File: src/design/assert_macros.svh
// assertion helper macros for the swerve kinematics block
// needs clk and rst_n in the scope of the user
`ifndef ASSERT_MACROS_SVH
`define ASSERT_MACROS_SVH

// property checked on every rising edge outside reset
`define SDK_ASSERT(lbl, prop, msg) \
  lbl: assert property (@(posedge clk) disable iff (!rst_n) prop) \
    else $error(msg);

// condition that must never be seen
`define SDK_NEVER(lbl, cond, msg) \
  `SDK_ASSERT(lbl, !(cond), msg)

`endif

File: src/design/sdk_pkg.sv
// shared types, widths and constants of the swerve kinematics block
// no dependencies
`default_nettype none

package sdk_pkg;

  localparam int VEL_W   = 16;
  localparam int RE_W    = 21;
  localparam int THR_W   = 17;
  localparam int VX_W    = 18;
  localparam int LX_W    = 24;
  localparam int CW      = 40;
  localparam int ZW      = 22;
  localparam int MAG_W   = 24;
  localparam int SC_W    = 31;
  localparam int NUM_W   = 41;
  localparam int ACC_W   = 64;
  localparam int MA_W    = 33;
  localparam int MB_W    = 25;
  localparam int PR_W    = 58;
  localparam int ANG_W   = 18;
  localparam int Q_W     = 20;
  localparam int IT_W    = 5;
  localparam int DIV_W   = 5;
  localparam int GAIN_W  = 16;
  localparam int TPT_W   = 20;
  localparam int CFG_W   = 64;
  localparam int CORDIC_ITERS = 18;
  localparam int FIFO_DEPTH   = 2;

  localparam logic [IT_W-1:0]  LAST_ITER = IT_W'(CORDIC_ITERS - 1);
  localparam logic [DIV_W-1:0] DIV0_CNT  = 5'd31;
  localparam logic [DIV_W-1:0] DIVS_CNT  = 5'd17;
  localparam logic [23:0]      CORDIC_K  = 24'd10188014;

  // configuration register indexes
  localparam logic [1:0] REG_OFFX = 2'd0;
  localparam logic [1:0] REG_OFFY = 2'd1;
  localparam logic [1:0] REG_GAIN = 2'd2;
  localparam logic [1:0] REG_TPT  = 2'd3;

  // k-multiply targets
  localparam logic [1:0] KS_VX  = 2'd0;
  localparam logic [1:0] KS_VY  = 2'd1;
  localparam logic [1:0] KS_MAG = 2'd2;

  typedef struct packed {
    logic signed [VEL_W-1:0] vel_x;
    logic signed [VEL_W-1:0] vel_y;
    logic signed [RE_W-1:0]  rot_eff;
    logic [THR_W-1:0]        throttle;
    logic                    field_centric;
    logic signed [VEL_W-1:0] yaw;
  } cmd_t;

  typedef struct packed {
    logic full;
    logic empty;
  } fifo_stat_t;

  typedef enum logic [4:0] {
    B_IDLE, B_SCALE0, B_DIV, B_FC, B_CORDIC, B_KLO, B_KHI, B_KSUM, B_KRES,
    B_OFFY, B_OFFX, B_LY, B_VEC, B_ANG1, B_ANG2, B_TICK, B_TICK2, B_SPD, B_OUT
  } back_state_t;

  // arctangent of 2^-i in 2^-20 turn
  function automatic logic [17:0] atan_val(input logic [IT_W-1:0] i);
    logic [17:0] v;
    case (i)
      5'd0:    v = 18'd131072;
      5'd1:    v = 18'd77376;
      5'd2:    v = 18'd40884;
      5'd3:    v = 18'd20753;
      5'd4:    v = 18'd10417;
      5'd5:    v = 18'd5213;
      5'd6:    v = 18'd2607;
      5'd7:    v = 18'd1304;
      5'd8:    v = 18'd652;
      5'd9:    v = 18'd326;
      5'd10:   v = 18'd163;
      5'd11:   v = 18'd81;
      5'd12:   v = 18'd41;
      5'd13:   v = 18'd20;
      5'd14:   v = 18'd10;
      5'd15:   v = 18'd5;
      5'd16:   v = 18'd3;
      5'd17:   v = 18'd1;
      default: v = 18'd0;
    endcase
    return v;
  endfunction

  function automatic logic signed [31:0] sat32(input logic signed [47:0] v);
    logic signed [31:0] r;
    if (v > 48'sd2147483647) begin
      r = 32'sh7fffffff;
    end else if (v < -48'sd2147483648) begin
      r = 32'sh80000000;
    end else begin
      r = v[31:0];
    end
    return r;
  endfunction

endpackage

`default_nettype wire

File: src/design/sdk_fifo.sv
// short command queue between front and back end
// depends on sdk_pkg and assert_macros.svh
`default_nettype none
`include "assert_macros.svh"

module sdk_fifo (
  input  wire logic                 clk,
  input  wire logic                 rst_n,
  input  wire logic                 push,
  input  wire sdk_pkg::cmd_t        push_data,
  input  wire logic                 pop,
  output sdk_pkg::fifo_stat_t       stat,
  output sdk_pkg::cmd_t             pop_data
);

  localparam int PW = $clog2(sdk_pkg::FIFO_DEPTH);

  sdk_pkg::cmd_t   mem_r [sdk_pkg::FIFO_DEPTH];
  logic [PW-1:0]   wp_r, rp_r;
  logic [PW:0]     cnt_r;

  assign stat.full  = (cnt_r == (PW+1)'(sdk_pkg::FIFO_DEPTH));
  assign stat.empty = (cnt_r == '0);
  assign pop_data   = mem_r[rp_r];

  always_ff @(posedge clk) begin
    if (!rst_n) begin
      wp_r  <= '0;
      rp_r  <= '0;
      cnt_r <= '0;
    end else begin
      if (push) begin
        wp_r <= (wp_r == PW'(sdk_pkg::FIFO_DEPTH - 1)) ? '0 : wp_r + 1'b1;
      end
      if (pop) begin
        rp_r <= (rp_r == PW'(sdk_pkg::FIFO_DEPTH - 1)) ? '0 : rp_r + 1'b1;
      end
      if (push && !pop) begin
        cnt_r <= cnt_r + 1'b1;
      end else if (pop && !push) begin
        cnt_r <= cnt_r - 1'b1;
      end
    end
  end

  always_ff @(posedge clk) begin
    if (push) begin
      mem_r[wp_r] <= push_data;
    end
  end

  `SDK_NEVER(a_pop_empty, pop && stat.empty, "queue popped while empty")
  `SDK_NEVER(a_push_full, push && stat.full, "queue pushed while full")

endmodule

`default_nettype wire

File: config.mk
export PLATFORM = sky130hd
export DESIGN_NAME = sdk_fifo
export DESIGN_NICKNAME = d
export VERILOG_FILES = /design/src/design/sdk_pkg.sv /design/src/design/sdk_fifo.sv
export VERILOG_INCLUDE_DIRS = /design/src /design/src/design
export SDC_FILE = /design/constraint.sdc
export NUM_CORES = 1
export LEC_CHECK = 0
export BUFFER_PORTS_ARGS = -buffer_cell sky130_fd_sc_hd__buf_2
export CORE_MARGIN = 5
export CORE_UTILIZATION = 42
export CTS_CLUSTER_SIZE = 20
export DETAILED_ROUTE_END_ITERATION = 12
export PLACE_DENSITY = 0.75
export SLEW_MARGIN = 0
export SYNTH_ARGS = -nofsm -noshare
export SYNTH_HDL_FRONTEND = slang
export SYNTH_SLANG_ARGS = --single-unit
File: constraint.sdc
create_clock -name clk -period 4.8 [get_ports clk]
set_clock_uncertainty 0.15 [all_clocks]
set_input_delay 0.72 -clock clk [delete_from_list [all_inputs] [get_ports clk]]
set_output_delay 0.72 -clock clk [all_outputs]
set_load 0.01 [all_outputs]
Word-level counts from Yosys, hierarchy flattened
Memories as Yosys holds them, arrays and structs flattened. A register that Yosys moved wholly into a read port is not among the register bits.
Index checks and enable logic that the tools add are counted.

operators by class
  add/subtract/negate cells = 4
  eq/ne operators = 1
  muxes and demuxes = 8
  reduce and logical (&&, ||, !) cells = 6

operators with widths
  operator               count
  $mux W1                6
  $mux W2                2
  $add A1 B1 Y1 const B  2
  $add A2 B1 Y2 const B  1
  $eq A2 B2 Y1 const B   1
  $logic_and A1 B1 Y1    2
  $logic_not A1 Y1       2
  $logic_not A2 Y1       1
  $reduce_bool A2 Y1     1
  $sub A2 B1 Y2 const B  1

storage, ports and cells
  register bits = 4
  memory bits (writable) = 174
  word-level logic and storage cells = 23
  memories = 1

memory list
  memory  depth  bits a word  rd ports  clocked after Yosys merged registers in  write ports  line            RTL
  mem_r   2      87           1         1                                        1            sdk_fifo.sv:18  sdk_pkg::cmd_t mem_r [sdk_pkg::FIFO_DEPTH];

Longest topological paths before layout
  depth in word-level cells = 4
  gate-level depth with buffers = 5
  depth with buffers taken out = 5

Worst setup path after synthesis
OpenSTA, ideal clock, no wires.

  kind = input to register
  start = in push
  end = mem mem_r[0][0] (netlist bit), enable pin
  data arrival time = 4.548 ns
  path slack = -0.442 ns
  stages = 1
  path buffers = 0
  path through = nor2b_1

between the ends
  word-level cells in the longest chain between the ends = 2

ends and longest elaborated chain
  what                           line            RTL
  from (decl)                    sdk_fifo.sv:9   input wire logic push,
  $mux W1                        sdk_fifo.sv:47  if (push) begin
  $mux W1 (not written as such)  sdk_fifo.sv:48  mem_r[wp_r] <= push_data;
  to (decl)                      sdk_fifo.sv:18

No other way between the ends.

==> flow_summary.json <==
{
  "vias": 3277,
  "syn_nets": 385,
  "period_share_pct": 67.5,
  "worst_slew_pin_slew_ps": 1200,
  "final-hold-violation-count": 0,
  "htreeDepth": 4,
  "num_antenna_cells": 0,
  "boundaryPins": 180,
  "placed_cells": 676,
  "clockRootBuffer": "clkbuf_16",
  "die_area_um2": 18400,
  "grt_pass1_vias": 3591,
  "die_w_um": 136,
  "final_nets": 576,
  "yosys_warnings": 0,
  "rsz0062_at_grt": "no",
  "cp_max_fo": 71,
  "reg2reg_to": "mem_r[1][67]",
  "cts_hold_buf": 0,
  "stdcell_count": 708,
  "gr-usage-all-layers_pct": 12.8,
  "cp.required_ps": 3930,
  "slew_headroom_pct": 19.7,
  "fp-row-count": 45,
  "path_clk_slew_ps": 60,
  "status": "completed",
  "antenna_found_initial": 0,
  "slowest_stage": "dfxtp_4",
  "die_h_um": 136,
  "ant_nets": 0,
  "first_pass_iters": 4,
  "crit_arrival_ps": 2370,
  "drv_cap": 0,
  "synth_area_um2": 6620,
  "dpl.hpwl_um": 7800,
  "insertion_delay_ps": 410,
  "min_path_type": "primary input to flop",
  "final.setup.tns_ps": 0,
  "synth-seq-cells": 179,
  "cp-start-kind": "flop",
  "p_per_area_nw_per_um2": 416,
  "grt_pass1_wl_um": 17800,
  "post_cts_buffers": 0,
  "fillers": 1250,
  "coreArea_um2": 15300,
  "setup_viol": 0,
  "r2r_setup_slack_ps": 2850,
  "wirelength_um": 11600,
  "synth.distinct_cells": 17,
  "vias_per_cell": 4.63,
  "pre_cts_ws_ps": 1920,
  "crit_chain": "buf_4 -> mux2_4 -> buf_2",
  "clock-sinks": 179,
  "drc_errors": 0,
  "path_class": "flop to output pin",
  "grt_max_degree": 88,
  "reg2regPathDepth": 1,
  "synth.avg_cell_area_um2": 22.6,
  "worst_hold_slack_ps": 338,
  "drive_gt1_share_pct": 59.6,
  "numCtsBuffers": 17,
  "area_growth_pct": 24.9,
  "critPathCapture": "pop_data[44]",
  "finalWorstPathRequiredPeriod_ps": 3240,
  "synthesis.instances": 293,
  "final_common_cell": "buf_2",
  "gp_congestion": 0.706,
  "cts_tree": "done",
  "overflow": 0,
  "io_buffers": 179,
  "initial_core_util_pct": 43.2,
  "p_leak_nw": 3.15,
  "post_cts_resized": 0,
  "layout_setup_ws_ps": 1560,
  "ir_worst_vdd_v": 0.000236,
  "drtIter0Drc": 131,
  "max_freq_mhz": 308,
  "r2r-start": "wp_r",
  "post_drt_wl_per_cell_um": 16.4,
  "yosysSeqAreaShare_pct": 80.5,
  "finalMaxSlewViolations": 0,
  "crit_path_end_kind": "output pin",
  "clockBufferDepth": 2,
  "cpPeakStageDelay_ps": 1020,
  "final_cell_mix": "179 x buf_2, 174 x edfxtp_1, 57 x mux2_2"
}
==> where the power goes <==
part | switching [mW] | internal [mW]
Combinational | 0.159 | 0.179
Sequential | 0.0442 | 1.81
Clock | 0.522 | 0.727
Total | 0.725 | 2.71
==> metal layers <==
metal  wire length (um)  GRT usage [%]
met1               4520           14.2
met2               5940           21.7
met3                955           5.01
met4                197           5.66
met5                  0              0
==> through the flow <==
| stage | power, mW | util (%) | cell area (um^2) |
|---|---|---|---|
| after detailed placement | 2.23 | 50.5 | 7730 |
| after global routing | 3.57 | 53.9 | 8260 |
| final | 3.44 | 53.9 | 8260 |
| after CTS | 3.48 | 53.9 | 8260 |
| after floorplan | 2.08 | - | 6620 |
| after global placement | 2.22 | 50.5 | 7730 |
==> critical path, delay by kind of cell, from the launching register on <==
family / cells / cell delay, ps
flip-flops: 1 / 1020
buffers and inverters: 2 / 580
multiplexers: 1 / 330
==> cell families after synthesis <==
logic type / share of synthesized area [%]
muxes: 16.5
AOI/OAI and AO/OA: 0.303
and+or+nand+nor: 0.813
buffers and inverters: 1.29
adders and majority gates: 0.189
xor gates and xnor gates: 0.397
DFF: 80.5
==> cell type report <==
class / instances / area, um^2 / area share [%]
flip-flops and latches: 179 / 5330 / 64.5
multi-input cells: 103 / 1210 / 14.7
repair buffers: 182 / 918 / 11.1
clock buffers: 26 / 469 / 5.68
well taps: 211 / 264 / 3.20
clock inverters: 6 / 61.3 / 0.742
inverters: 1 / 3.75 / 0.0454
==> cells in the mapped netlist, drive strengths merged <==
library cell | count | area [um^2]
a21boi | 1 | 7.51
and2 | 4 | 25.0
buf | 10 | 81.3
dfxtp | 5 | 100
edfxtp | 174 | 5230
ha | 1 | 12.5
inv | 1 | 3.75
mux2 | 87 | 1090
nor2 | 1 | 3.75
nor2b | 3 | 18.8
o21a | 1 | 7.51
o21ai | 1 | 5.00
or3 | 1 | 6.26
xnor2 | 1 | 8.76
xor2 | 2 | 17.5
==> flip-flops by register name, indices dropped and copies added, names as in the netlist, named ones only <==
name,count
rp_r,1
mem_r,174
cnt_r,2
wp_r,1
==> worst min-delay path by stage <==
| stage | from | to | slack, ps | depth (start not counted) |
|---|---|---|---|---|
| finish | push_data[18] | mem_r[0][18] | 340 | 1 |
| detailed placement | cnt_r[1] | cnt_r[1] | 360 | 2 |
| global placement | cnt_r[1] | cnt_r[1] | 330 | 2 |
| floorplan | cnt_r[1] | cnt_r[1] | 320 | 2 |
| CTS | push_data[16] | mem_r[1][16] | 310 | 1 |
| global route | push_data[69] | mem_r[0][69] | 320 | 1 |
(Power assumes the default switching activity.)
