### config.mk
export PLATFORM = sky130hd
export DESIGN_NAME = sdk_front
export DESIGN_NICKNAME = d
export VERILOG_FILES = /design/src/design/assert_macros.svh /design/src/design/sdk_pkg.sv /design/src/design/sdk_front.sv
export SDC_FILE = /design/constraint.sdc
export NUM_CORES = 1
export LEC_CHECK = 0
export ABC_AREA = 1
export BUFFER_PORTS_ARGS = -buffer_cell sky130_fd_sc_hd__buf_4
export CELL_PAD_IN_SITES_DETAIL_PLACEMENT = 0
export CELL_PAD_IN_SITES_GLOBAL_PLACEMENT = 1
export CORE_MARGIN = 3
export CORE_UTILIZATION = 48
export DETAILED_ROUTE_END_ITERATION = 8
export PLACE_DENSITY = 0.95
export RECOVER_POWER = 50
export SLEW_MARGIN = 5
export SYNTH_ARGS = -nofsm -noshare
export SYNTH_HDL_FRONTEND = slang
export SYNTH_SLANG_ARGS = --single-unit
### constraint.sdc
create_clock -name clk -period 9.4 [get_ports clk]
set_clock_uncertainty 0.2 [all_clocks]
set_input_delay 0.47 -clock clk [delete_from_list [all_inputs] [get_ports clk]]
set_output_delay 0.47 -clock clk [all_outputs]
set_load 0.05 [all_outputs]
### src/design/assert_macros.svh
// assertion helper macros for the swerve kinematics block
// needs clk and rst_n in the scope of the user
`ifndef ASSERT_MACROS_SVH
`define ASSERT_MACROS_SVH

// property checked on every rising edge outside reset
`define SDK_ASSERT(lbl, prop, msg) \
  lbl: assert property (@(posedge clk) disable iff (!rst_n) prop) \
    else $error(msg);

// condition that must never be seen
`define SDK_NEVER(lbl, cond, msg) \
  `SDK_ASSERT(lbl, !(cond), msg)

`endif

### src/design/sdk_pkg.sv
// shared types, widths and constants of the swerve kinematics block
// no dependencies
`default_nettype none

package sdk_pkg;

  localparam int VEL_W   = 16;
  localparam int RE_W    = 21;
  localparam int THR_W   = 17;
  localparam int VX_W    = 18;
  localparam int LX_W    = 24;
  localparam int CW      = 40;
  localparam int ZW      = 22;
  localparam int MAG_W   = 24;
  localparam int SC_W    = 31;
  localparam int NUM_W   = 41;
  localparam int ACC_W   = 64;
  localparam int MA_W    = 33;
  localparam int MB_W    = 25;
  localparam int PR_W    = 58;
  localparam int ANG_W   = 18;
  localparam int Q_W     = 20;
  localparam int IT_W    = 5;
  localparam int DIV_W   = 5;
  localparam int GAIN_W  = 16;
  localparam int TPT_W   = 20;
  localparam int CFG_W   = 64;
  localparam int CORDIC_ITERS = 18;
  localparam int FIFO_DEPTH   = 2;

  localparam logic [IT_W-1:0]  LAST_ITER = IT_W'(CORDIC_ITERS - 1);
  localparam logic [DIV_W-1:0] DIV0_CNT  = 5'd31;
  localparam logic [DIV_W-1:0] DIVS_CNT  = 5'd17;
  localparam logic [23:0]      CORDIC_K  = 24'd10188014;

  // configuration register indexes
  localparam logic [1:0] REG_OFFX = 2'd0;
  localparam logic [1:0] REG_OFFY = 2'd1;
  localparam logic [1:0] REG_GAIN = 2'd2;
  localparam logic [1:0] REG_TPT  = 2'd3;

  // k-multiply targets
  localparam logic [1:0] KS_VX  = 2'd0;
  localparam logic [1:0] KS_VY  = 2'd1;
  localparam logic [1:0] KS_MAG = 2'd2;

  typedef struct packed {
    logic signed [VEL_W-1:0] vel_x;
    logic signed [VEL_W-1:0] vel_y;
    logic signed [RE_W-1:0]  rot_eff;
    logic [THR_W-1:0]        throttle;
    logic                    field_centric;
    logic signed [VEL_W-1:0] yaw;
  } cmd_t;

  typedef struct packed {
    logic full;
    logic empty;
  } fifo_stat_t;

  typedef enum logic [4:0] {
    B_IDLE, B_SCALE0, B_DIV, B_FC, B_CORDIC, B_KLO, B_KHI, B_KSUM, B_KRES,
    B_OFFY, B_OFFX, B_LY, B_VEC, B_ANG1, B_ANG2, B_TICK, B_TICK2, B_SPD, B_OUT
  } back_state_t;

  // arctangent of 2^-i in 2^-20 turn
  function automatic logic [17:0] atan_val(input logic [IT_W-1:0] i);
    logic [17:0] v;
    case (i)
      5'd0:    v = 18'd131072;
      5'd1:    v = 18'd77376;
      5'd2:    v = 18'd40884;
      5'd3:    v = 18'd20753;
      5'd4:    v = 18'd10417;
      5'd5:    v = 18'd5213;
      5'd6:    v = 18'd2607;
      5'd7:    v = 18'd1304;
      5'd8:    v = 18'd652;
      5'd9:    v = 18'd326;
      5'd10:   v = 18'd163;
      5'd11:   v = 18'd81;
      5'd12:   v = 18'd41;
      5'd13:   v = 18'd20;
      5'd14:   v = 18'd10;
      5'd15:   v = 18'd5;
      5'd16:   v = 18'd3;
      5'd17:   v = 18'd1;
      default: v = 18'd0;
    endcase
    return v;
  endfunction

  function automatic logic signed [31:0] sat32(input logic signed [47:0] v);
    logic signed [31:0] r;
    if (v > 48'sd2147483647) begin
      r = 32'sh7fffffff;
    end else if (v < -48'sd2147483648) begin
      r = 32'sh80000000;
    end else begin
      r = v[31:0];
    end
    return r;
  endfunction

endpackage

`default_nettype wire

### src/design/sdk_front.sv
// front end: takes drive commands, scales the rotation rate, feeds the queue
// depends on sdk_pkg
`default_nettype none

module sdk_front (
  input  wire logic                            clk,
  input  wire logic                            rst_n,
  input  wire logic                            in_valid,
  output logic                                 in_stall,
  input  wire logic signed [15:0]              in_vel_x,
  input  wire logic signed [15:0]              in_vel_y,
  input  wire logic signed [15:0]              in_rot_rate,
  input  wire logic [16:0]                     in_throttle,
  input  wire logic                            in_field_centric,
  input  wire logic signed [15:0]              in_yaw,
  input  wire logic [sdk_pkg::GAIN_W-1:0]      rotation_gain,
  input  wire sdk_pkg::fifo_stat_t             fifo_stat,
  output logic                                 push,
  output sdk_pkg::cmd_t                        push_data
);

  logic                    st_v_r;
  logic signed [15:0]      vx_r, vy_r, rot_r, yaw_r;
  logic [16:0]             thr_r;
  logic                    fc_r;
  logic                    accept;
  logic signed [32:0]      rg_prod, rg_rnd;

  assign in_stall = st_v_r && fifo_stat.full;
  assign accept   = in_valid && !in_stall;
  assign push     = st_v_r && !fifo_stat.full;

  always_ff @(posedge clk) begin
    if (!rst_n) begin
      st_v_r <= 1'b0;
    end else if (accept) begin
      st_v_r <= 1'b1;
    end else if (push) begin
      st_v_r <= 1'b0;
    end
  end

  always_ff @(posedge clk) begin
    if (accept) begin
      vx_r  <= in_vel_x;
      vy_r  <= in_vel_y;
      rot_r <= in_rot_rate;
      thr_r <= in_throttle;
      fc_r  <= in_field_centric;
      yaw_r <= in_yaw;
    end
  end

  // rotation rate times gain, rounded back to q.14
  always_comb begin
    rg_prod = rot_r * $signed({1'b0, rotation_gain});
    rg_rnd  = rg_prod + 33'sd2048;
    push_data.vel_x         = vx_r;
    push_data.vel_y         = vy_r;
    push_data.rot_eff       = rg_rnd[32:12];
    push_data.throttle      = thr_r;
    push_data.field_centric = fc_r;
    push_data.yaw           = yaw_r;
  end

endmodule

`default_nettype wire

After elaboration in Yosys (flattened, before gate mapping)
Cells that the tools add are included.
Widths: inputs -> output; s select.
- $add $sub $neg: 1
- $mul: 1
- mux-type cells: 2
- reductions and logical operators: 6
- operators by type and width (kind ; count):
    $add 33x13->33 const B ; 1
    $mul 16x17->33 ; 1
    $logic_and 1x1->1 ; 3
    $logic_not 1->1 ; 2
    $mux 1 ; 2
    $reduce_bool 2->1 ; 1
- flip-flop bits (word level): 83
- output and inout bits: 89

Depth between registers and ports, before layout
Gate-level depths: netlist (run 1).
- depth after elaboration: 4
- gate-level depth with buffers: 25
- gate-level depth less buffers: 23

Least setup slack after synthesis (run 1)
No wires, ideal clock.
- path kind: input port to output port
- start point: input port rotation_gain[7] (netlist name)
- end point: output port push_data[39] (netlist name)
- arrival time: 5899 ps
- required time: 8730 ps
- setup slack: 2831 ps
- stages on the path: 22
- buffers on the path: 2
- cells stage by stage: clkbuf_1 -> clkbuf_1 -> nand2_1 -> fa_1 -> inv_1 -> fa_1 -> inv_1 -> fa_1 -> inv_1 -> fa_1 -> fa_1 -> inv_1 -> fa_1 -> inv_1 -> ha_1 -> nand2_1 -> nor2_1 -> inv_1 -> nor3_1 -> nand2_1 -> nand2_1 -> xor2_1
- RTL lines (what ; RTL line ; RTL):
    start: declaration ; sdk_front.sv:16 ; input wire logic [sdk_pkg::GAIN_W-1:0] rotation_gain,
    end: declaration ; sdk_front.sv:19 ; output sdk_pkg::cmd_t push_data

==> results of run 1 <==
cell type report:
cell class	instances	area, um2	area share
sequential	83	2482	0.1829
clock inverter	7	105.1	0.007743
tap	319	399.1	0.02940
multi-input combinational	852	7626	0.5618
timing repair buffer	192	1272	0.09374
inverter	390	1464	0.1078
clock buffer	9	225.2	0.01659
cell families after synthesis:
family          count (synthesis)  share of synthesized area
xor+xnor                       10                   0.007443
fa+ha+maj                     311                     0.4544
simple gates                  465                     0.1552
flops                          83                     0.2110
compound gates                 66                    0.03030
buf+inv                       443                     0.1416
path summary, 6_finish.rpt:
| check | from | endpoint | slack, ns | cells after the start |
|---|---|---|---|---|
| setup / recovery | rot_r[2] | push_data[42] | 2.51 | 19 |
| setup reg to reg | st_v_r | fc_r | 6.82 | 4 |
| hold / removal | in_vel_x[6] | vx_r[6] | 0.12 | 1 |
| hold reg to reg | st_v_r | st_v_r | 0.30 | 2 |
Yosys cell counts:
| library cell | n | area (um2) |
|---|---|---|
| inv_1 | 390 | 1464 |
| nand2_1 | 363 | 1363 |
| fa_1 | 194 | 3884 |
| ha_1 | 117 | 1464 |
| edfxtp_1 | 82 | 2462 |
| nor2_1 | 56 | 210.2 |
| clkbuf_1 | 51 | 191.4 |
| a21oi_1 | 36 | 180.2 |
| nand3_1 | 23 | 115.1 |
| o21ai_0 | 20 | 100.1 |
| or2_2 | 9 | 56.30 |
| nor3_1 | 8 | 40.04 |
| xor2_1 | 7 | 61.31 |
| a21o_1 | 5 | 37.54 |
| xnor2_1 | 3 | 26.28 |
| nand2_2 | 2 | 12.51 |
| o211ai_1 | 2 | 15.01 |
| a21boi_0 | 1 | 7.510 |
| buf_1 | 1 | 3.750 |
| buf_4 | 1 | 7.510 |
| dfxtp_1 | 1 | 20.02 |
| nand3_2 | 1 | 10.01 |
| nand3b_1 | 1 | 7.510 |
| nand4_1 | 1 | 6.260 |
| nor2_2 | 1 | 6.260 |
| o21ai_2 | 1 | 8.760 |
| o21bai_1 | 1 | 7.510 |
layer usage:
layer,vias to the layer above,share of wire
li1,4318,-
met1,4391,0.39
met2,265,0.53
met3,44,0.058
met4,0,0.019
met5,-,0
critical path: cells and delay by family (launching register included):
kind,cells,cell delay [ns]
flops,1,0.84
simple gates,6,0.95
buf+inv,5,0.46
xor+xnor,1,0.16
fa+ha+maj,7,3.47
state kept, by name, indices dropped and copies added, names as in the netlist:
register	flops
fc_r	1
rot_r	16
st_v_r	1
thr_r	17
vx_r	16
vy_r	16
yaw_r	16
cell usage in the layout, fill, tap and decap left out:
cell type   count
clkbuf_16       9
bufinv_16       2
nor2_4          1
xor2_1          7
clkbuf_4       81
xnor2_1         3
nand3_1        23
nand3_2         1
a21boi_0        1
o21ai_0        20
nand4_1         1
inv_1         390
nor2_2          1
clkbuf_1       45
a21o_1          5
a21oi_1        36
nand2_1       363
nor2_1         55
o211ai_1        2
nand3b_1        1
ha_1          117
dfxtp_1         1
fa_1          194
o21bai_1        1
nor3_1          8
buf_4          66
o21ai_2         1
clkinvlp_4      1
inv_6           3
inv_8           1
or2_2           9
edfxtp_1       82
nand2_2         2
per-stage QoR:
stage | cell area, um2 | util | instances | worst slack [ns]
final | 13570 | 0.5715 | 1852 | 2.509
after global routing | 13570 | 0.5715 | 1852 | 2.129
after global placement | 13410 | 0.5647 | 1836 | 2.931
after floorplan | 11770 | - | 1378 | 2.831
after CTS | 13740 | 0.5786 | 1852 | 2.478
after detailed placement | 13410 | 0.5647 | 1836 | 2.860
==> impl_metrics.tcl, run 1 <==
set metrics [dict create \
    drive_gt1_frac 0.1161 \
    netlist_instances 1378 \
    rows 56 \
    ys_ff_latch 83 \
    fin_crit_ns 6.891 \
    outcome "finished, final reports clean" \
    worst_slew_margin_rel 0.2245 \
    die_area_mm2 0.02643 \
    vias 9018 \
    wl_um 27430 \
    port-buffer-count 190 \
    critPathCaptureType "output pin" \
    drt_first_iter_violations 461 \
    grt_use_met2 0.3904 \
    antenna_left 0 \
    fmax_mhz 145.1 \
    grt_pass1_vias 9446 \
    seq_area_frac_synth 0.2110 \
    path_class "reg -> out" \
    maxCapViolations 0 \
    avgSynthCellArea_um2 8.540 \
    dp.final_hpwl_um 23170 \
    initial_core_util 0.4954 \
    final_nets 1942 \
    ys_warn_count 0 \
    via_per_inst 4.869 \
    synth_area_mm2 0.01177 \
    grt_overflow 0 \
    finalSetupTns_ns 0 \
    area_growth_pct 15.35 \
    hold_class "in -> reg" \
    cts.sinks 83 \
    period_share 0.7331 \
    gp_congestion 0.8853 \
    ys_types 27 \
    cts_buffers 9 \
    diodes 0 \
    rsz0062_at_grt "no" \
    final_max_slew_viol_count 0 \
    syn_nets 1792 \
    clock_latency_ns 0.34 \
    ios 192 \
    hold_buffers 0 \
    coreArea_mm2 0.02375 \
    grtUsageMet3 0.03688 \
    die_height_um 162.6 \
    hold_ws_ns 0.1190 \
    ctsResizeCount 0 \
    cts_tree "done" \
    grt_max_degree 44 \
    path_cells "nand2_1 > fa_1 > fa_1 > inv_1 > fa_1 > fa_1 > fa_1 > inv_1 > fa_1 > inv_1 > ha_1 > nand2_1 > nor2_1 > inv_1 > nor2_1 > nand4_1 > nand3_1 > xor2_1 > buf_4" \
    die_w_um 162.6 \
    grt.total_usage 0.2158 \
    drc 0 \
    ctsLongestPathBuffers 2 \
    fillers 2144 \
    clk_pin_slew_ns 0.07 \
    wire_per_inst_um 14.81 \
    grt-busiest-layer "met2" \
    setup-violations-final 0 \
    slowest_stage "edfxtp_1" \
    hold_violations 0 \
    post_cts.repair.setup_buffers 0 \
    timing.critical_path.fanout_max 16 \
    cts_root_buf "clkbuf_16" \
    grt_pass1_wl_um 45650 \
    first_pass_iters 5 \
    path_common_cell "fa_1" \
    critPathArrivalTime_ns 6.22 \
    htree_num_levels 3 \
    cp.required_ns 8.73 \
    startpoint_type "flop" \
    grtUsageMet1 0.2711 \
    worst_pin_slew_ns 1.160 \
    antenna_found_initial 0 \
    slowest_delay_ns 0.84 \
]
Power of run 1 is not shown: default switching activity piles up to over one toggle a cycle in this logic, so the estimate is an artifact.
==> run 2, diff against run 1 <==
- CORE_UTILIZATION: 48 -> 40
- PLACE_DENSITY: 0.95 -> 0.89
- clock period: 9.4 -> 5.73 ns (I/O delays scaled with it)
==> run 2 against run 1 <==
Effect of this change:
- die area increased by 19%
- design area grew 24%
- largest cell class unchanged
- routed wire length up 20%
- via count increased by 12%
- worst setup slack lost 3.1 ns
- the run now ends with negative setup slack left
- flip-flop and latch count did not move
- global-route usage down 0.78 points
- clock-buffer cell count unchanged
- critical path depth up 5
- non-clock buffer count up 214
- highest routed layer unchanged
==> impl_metrics.tcl, run 2 (synthesis results as in run 1) <==
set metrics [dict create \
    slowest_delay_ns 0.54 \
    htree_num_levels 3 \
    cp.required_ns 5.24 \
    fin_crit_ns 6.353 \
    largest_register_ffs 17 \
    antenna_left 0 \
    hold_violations 0 \
    critPathCaptureType "output pin" \
    outcome "complete, but fails checks" \
    drt_first_iter_violations 413 \
    hold_class "in -> reg" \
    crit_path_end "push_data[37]" \
    final_cell_mix "inv_1, nand2_1, fa_1, buf_4, ha_1" \
    fmax_mhz 157.4 \
    diodes 0 \
    critPathArrivalTime_ns 5.87 \
    slowest_stage "fa_2" \
    hold_start "in_valid" \
    ff2ff_path_depth 4 \
    rows 62 \
    dp.final_hpwl_um 25410 \
    grt_pass1_wl_um 52320 \
    grt_max_degree 74 \
    place_area_mm2 0.01435 \
    clk_pin_slew_ns 0.07 \
    ios 192 \
    cts_root_buf "clkbuf_16" \
    clock_latency_ns 0.34 \
    setup-violations-final 21 \
    vias 10150 \
    path_common_cell "inv_2" \
    drive_gt1_frac 0.2965 \
    rsz0062_at_grt "yes" \
    final_max_slew_viol_count 0 \
    rrSetupSlack_ns 2.93 \
    final_nets 2156 \
    wire_per_inst_um 15.43 \
    violations "negative setup slack" \
    grt.total_usage 0.2080 \
    r2r_start "st_v_r" \
    cts_tree "done" \
    cts_buffers 9 \
    path_delay_family "adder cells" \
    finalWorstSetupSlack_ns -0.6228 \
    port-buffer-count 190 \
    drc 0 \
    fin_util 0.5820 \
    gp_congestion 0.9247 \
    period_share 1.109 \
    cts.sinks 83 \
    initial_core_util 0.4078 \
    coreArea_mm2 0.02886 \
    path_buf_inv 10 \
    final_common_cell "inv_1" \
    antenna_found_initial 0 \
    ctsLongestPathBuffers 2 \
    critical_path_depth 24 \
    worst_slew_margin_rel 0.2760 \
    maxCapViolations 0 \
    path_cells "buf_6 > clkbuf_16 > nand2_4 > inv_2 > fa_1 > inv_2 > fa_2 > fa_1 > inv_2 > fa_1 > fa_1 > inv_2 > fa_1 > inv_2 > ha_4 > nand2_4 > nor2_4 > inv_2 > nor3_2 > nand2_1 > nand2_4 > buf_12 > xor2_4 > buf_6" \
    timing.critical_path.fanout_max 4 \
    first_pass_iters 5 \
    grt_overflow 0 \
    die_height_um 177.5 \
    largest-register "thr_r" \
    worst_pin_slew_ns 1.082 \
    area_growth_pct 42.72 \
    startpoint_type "flop" \
    r2r-end "rot_r[13]" \
    wl_um 32880 \
    die_area_mm2 0.03151 \
    grt_pass1_vias 10730 \
    path_class "reg -> out" \
    die_w_um 177.5 \
    via_per_inst 4.761 \
    design_area_mm2 0.01679 \
    critPathLaunch "rot_r[5]" \
]
-- run 2: how the worst min path moves through the flow --
stage               endpoint  slack (ns)  cells after the start
CTS                   st_v_r        0.06                      3
global route          st_v_r         0.1                      3
finish                st_v_r        0.07                      3
global placement    yaw_r[2]        0.26                      1
floorplan               fc_r        0.19                      0
detailed placement   vx_r[8]        0.27                      1
-- run 2: area by class of cell --
cell class                      count  area [um2]
Clock buffer                        9       225.2
Clock inverter                      7       66.31
Fill cell                        2413       12060
Inverter                          390        1466
Multi-Input combinational cell    852        8626
Sequential cell                    83        2482
Tap cell                          384       480.5
Timing Repair Buffer              406        3448
-- run 2: through the flow --
stage | TNS (ns) | std cells | hold slack, ns | worst slack, ns
final | -8.201 | 2131 | 0.06765 | -0.6228
after global routing | -11.74 | 2131 | 0.09607 | -0.7963
after CTS | -6.025 | 2118 | 0.05862 | -0.3461
after detailed placement | -3.004 | 1996 | 0.2658 | -0.2917
after global placement | -1.471 | 1996 | 0.2644 | -0.2023
after floorplan | -0.1221 | 1378 | 0.1854 | -0.05630
-- run 2: what timing repair did --
action                                  4_1_cts  5_1_grt
endpoints found under the setup margin       21       21
hold buffers                                 83        0
buffers inserted                             22       12
hold endpoints to repair                     83        0
resized for setup                           178      128
pin swaps                                    75       59
gates cloned                                  1        1
-- run 2: metal layers --
layer / track usage / vias to the layer above / part of all wire
li1: - / 4748 / -
met1: 0.2492 / 5015 / 0.38
met5: 0 / - / 0
met4: 0.04548 / 0 / 0.021
met3: 0.03744 / 51 / 0.059
met2: 0.3875 / 331 / 0.54
-- run 2: worst register-to-register path: stages (launching register included) --
cell and delay [ns]:
dfxtp_1 0.32, nand2_1 0.09, inv_1 0.06, nor2_1 0.81, buf_4 0.85
Power of run 2 is left out for the same reason.
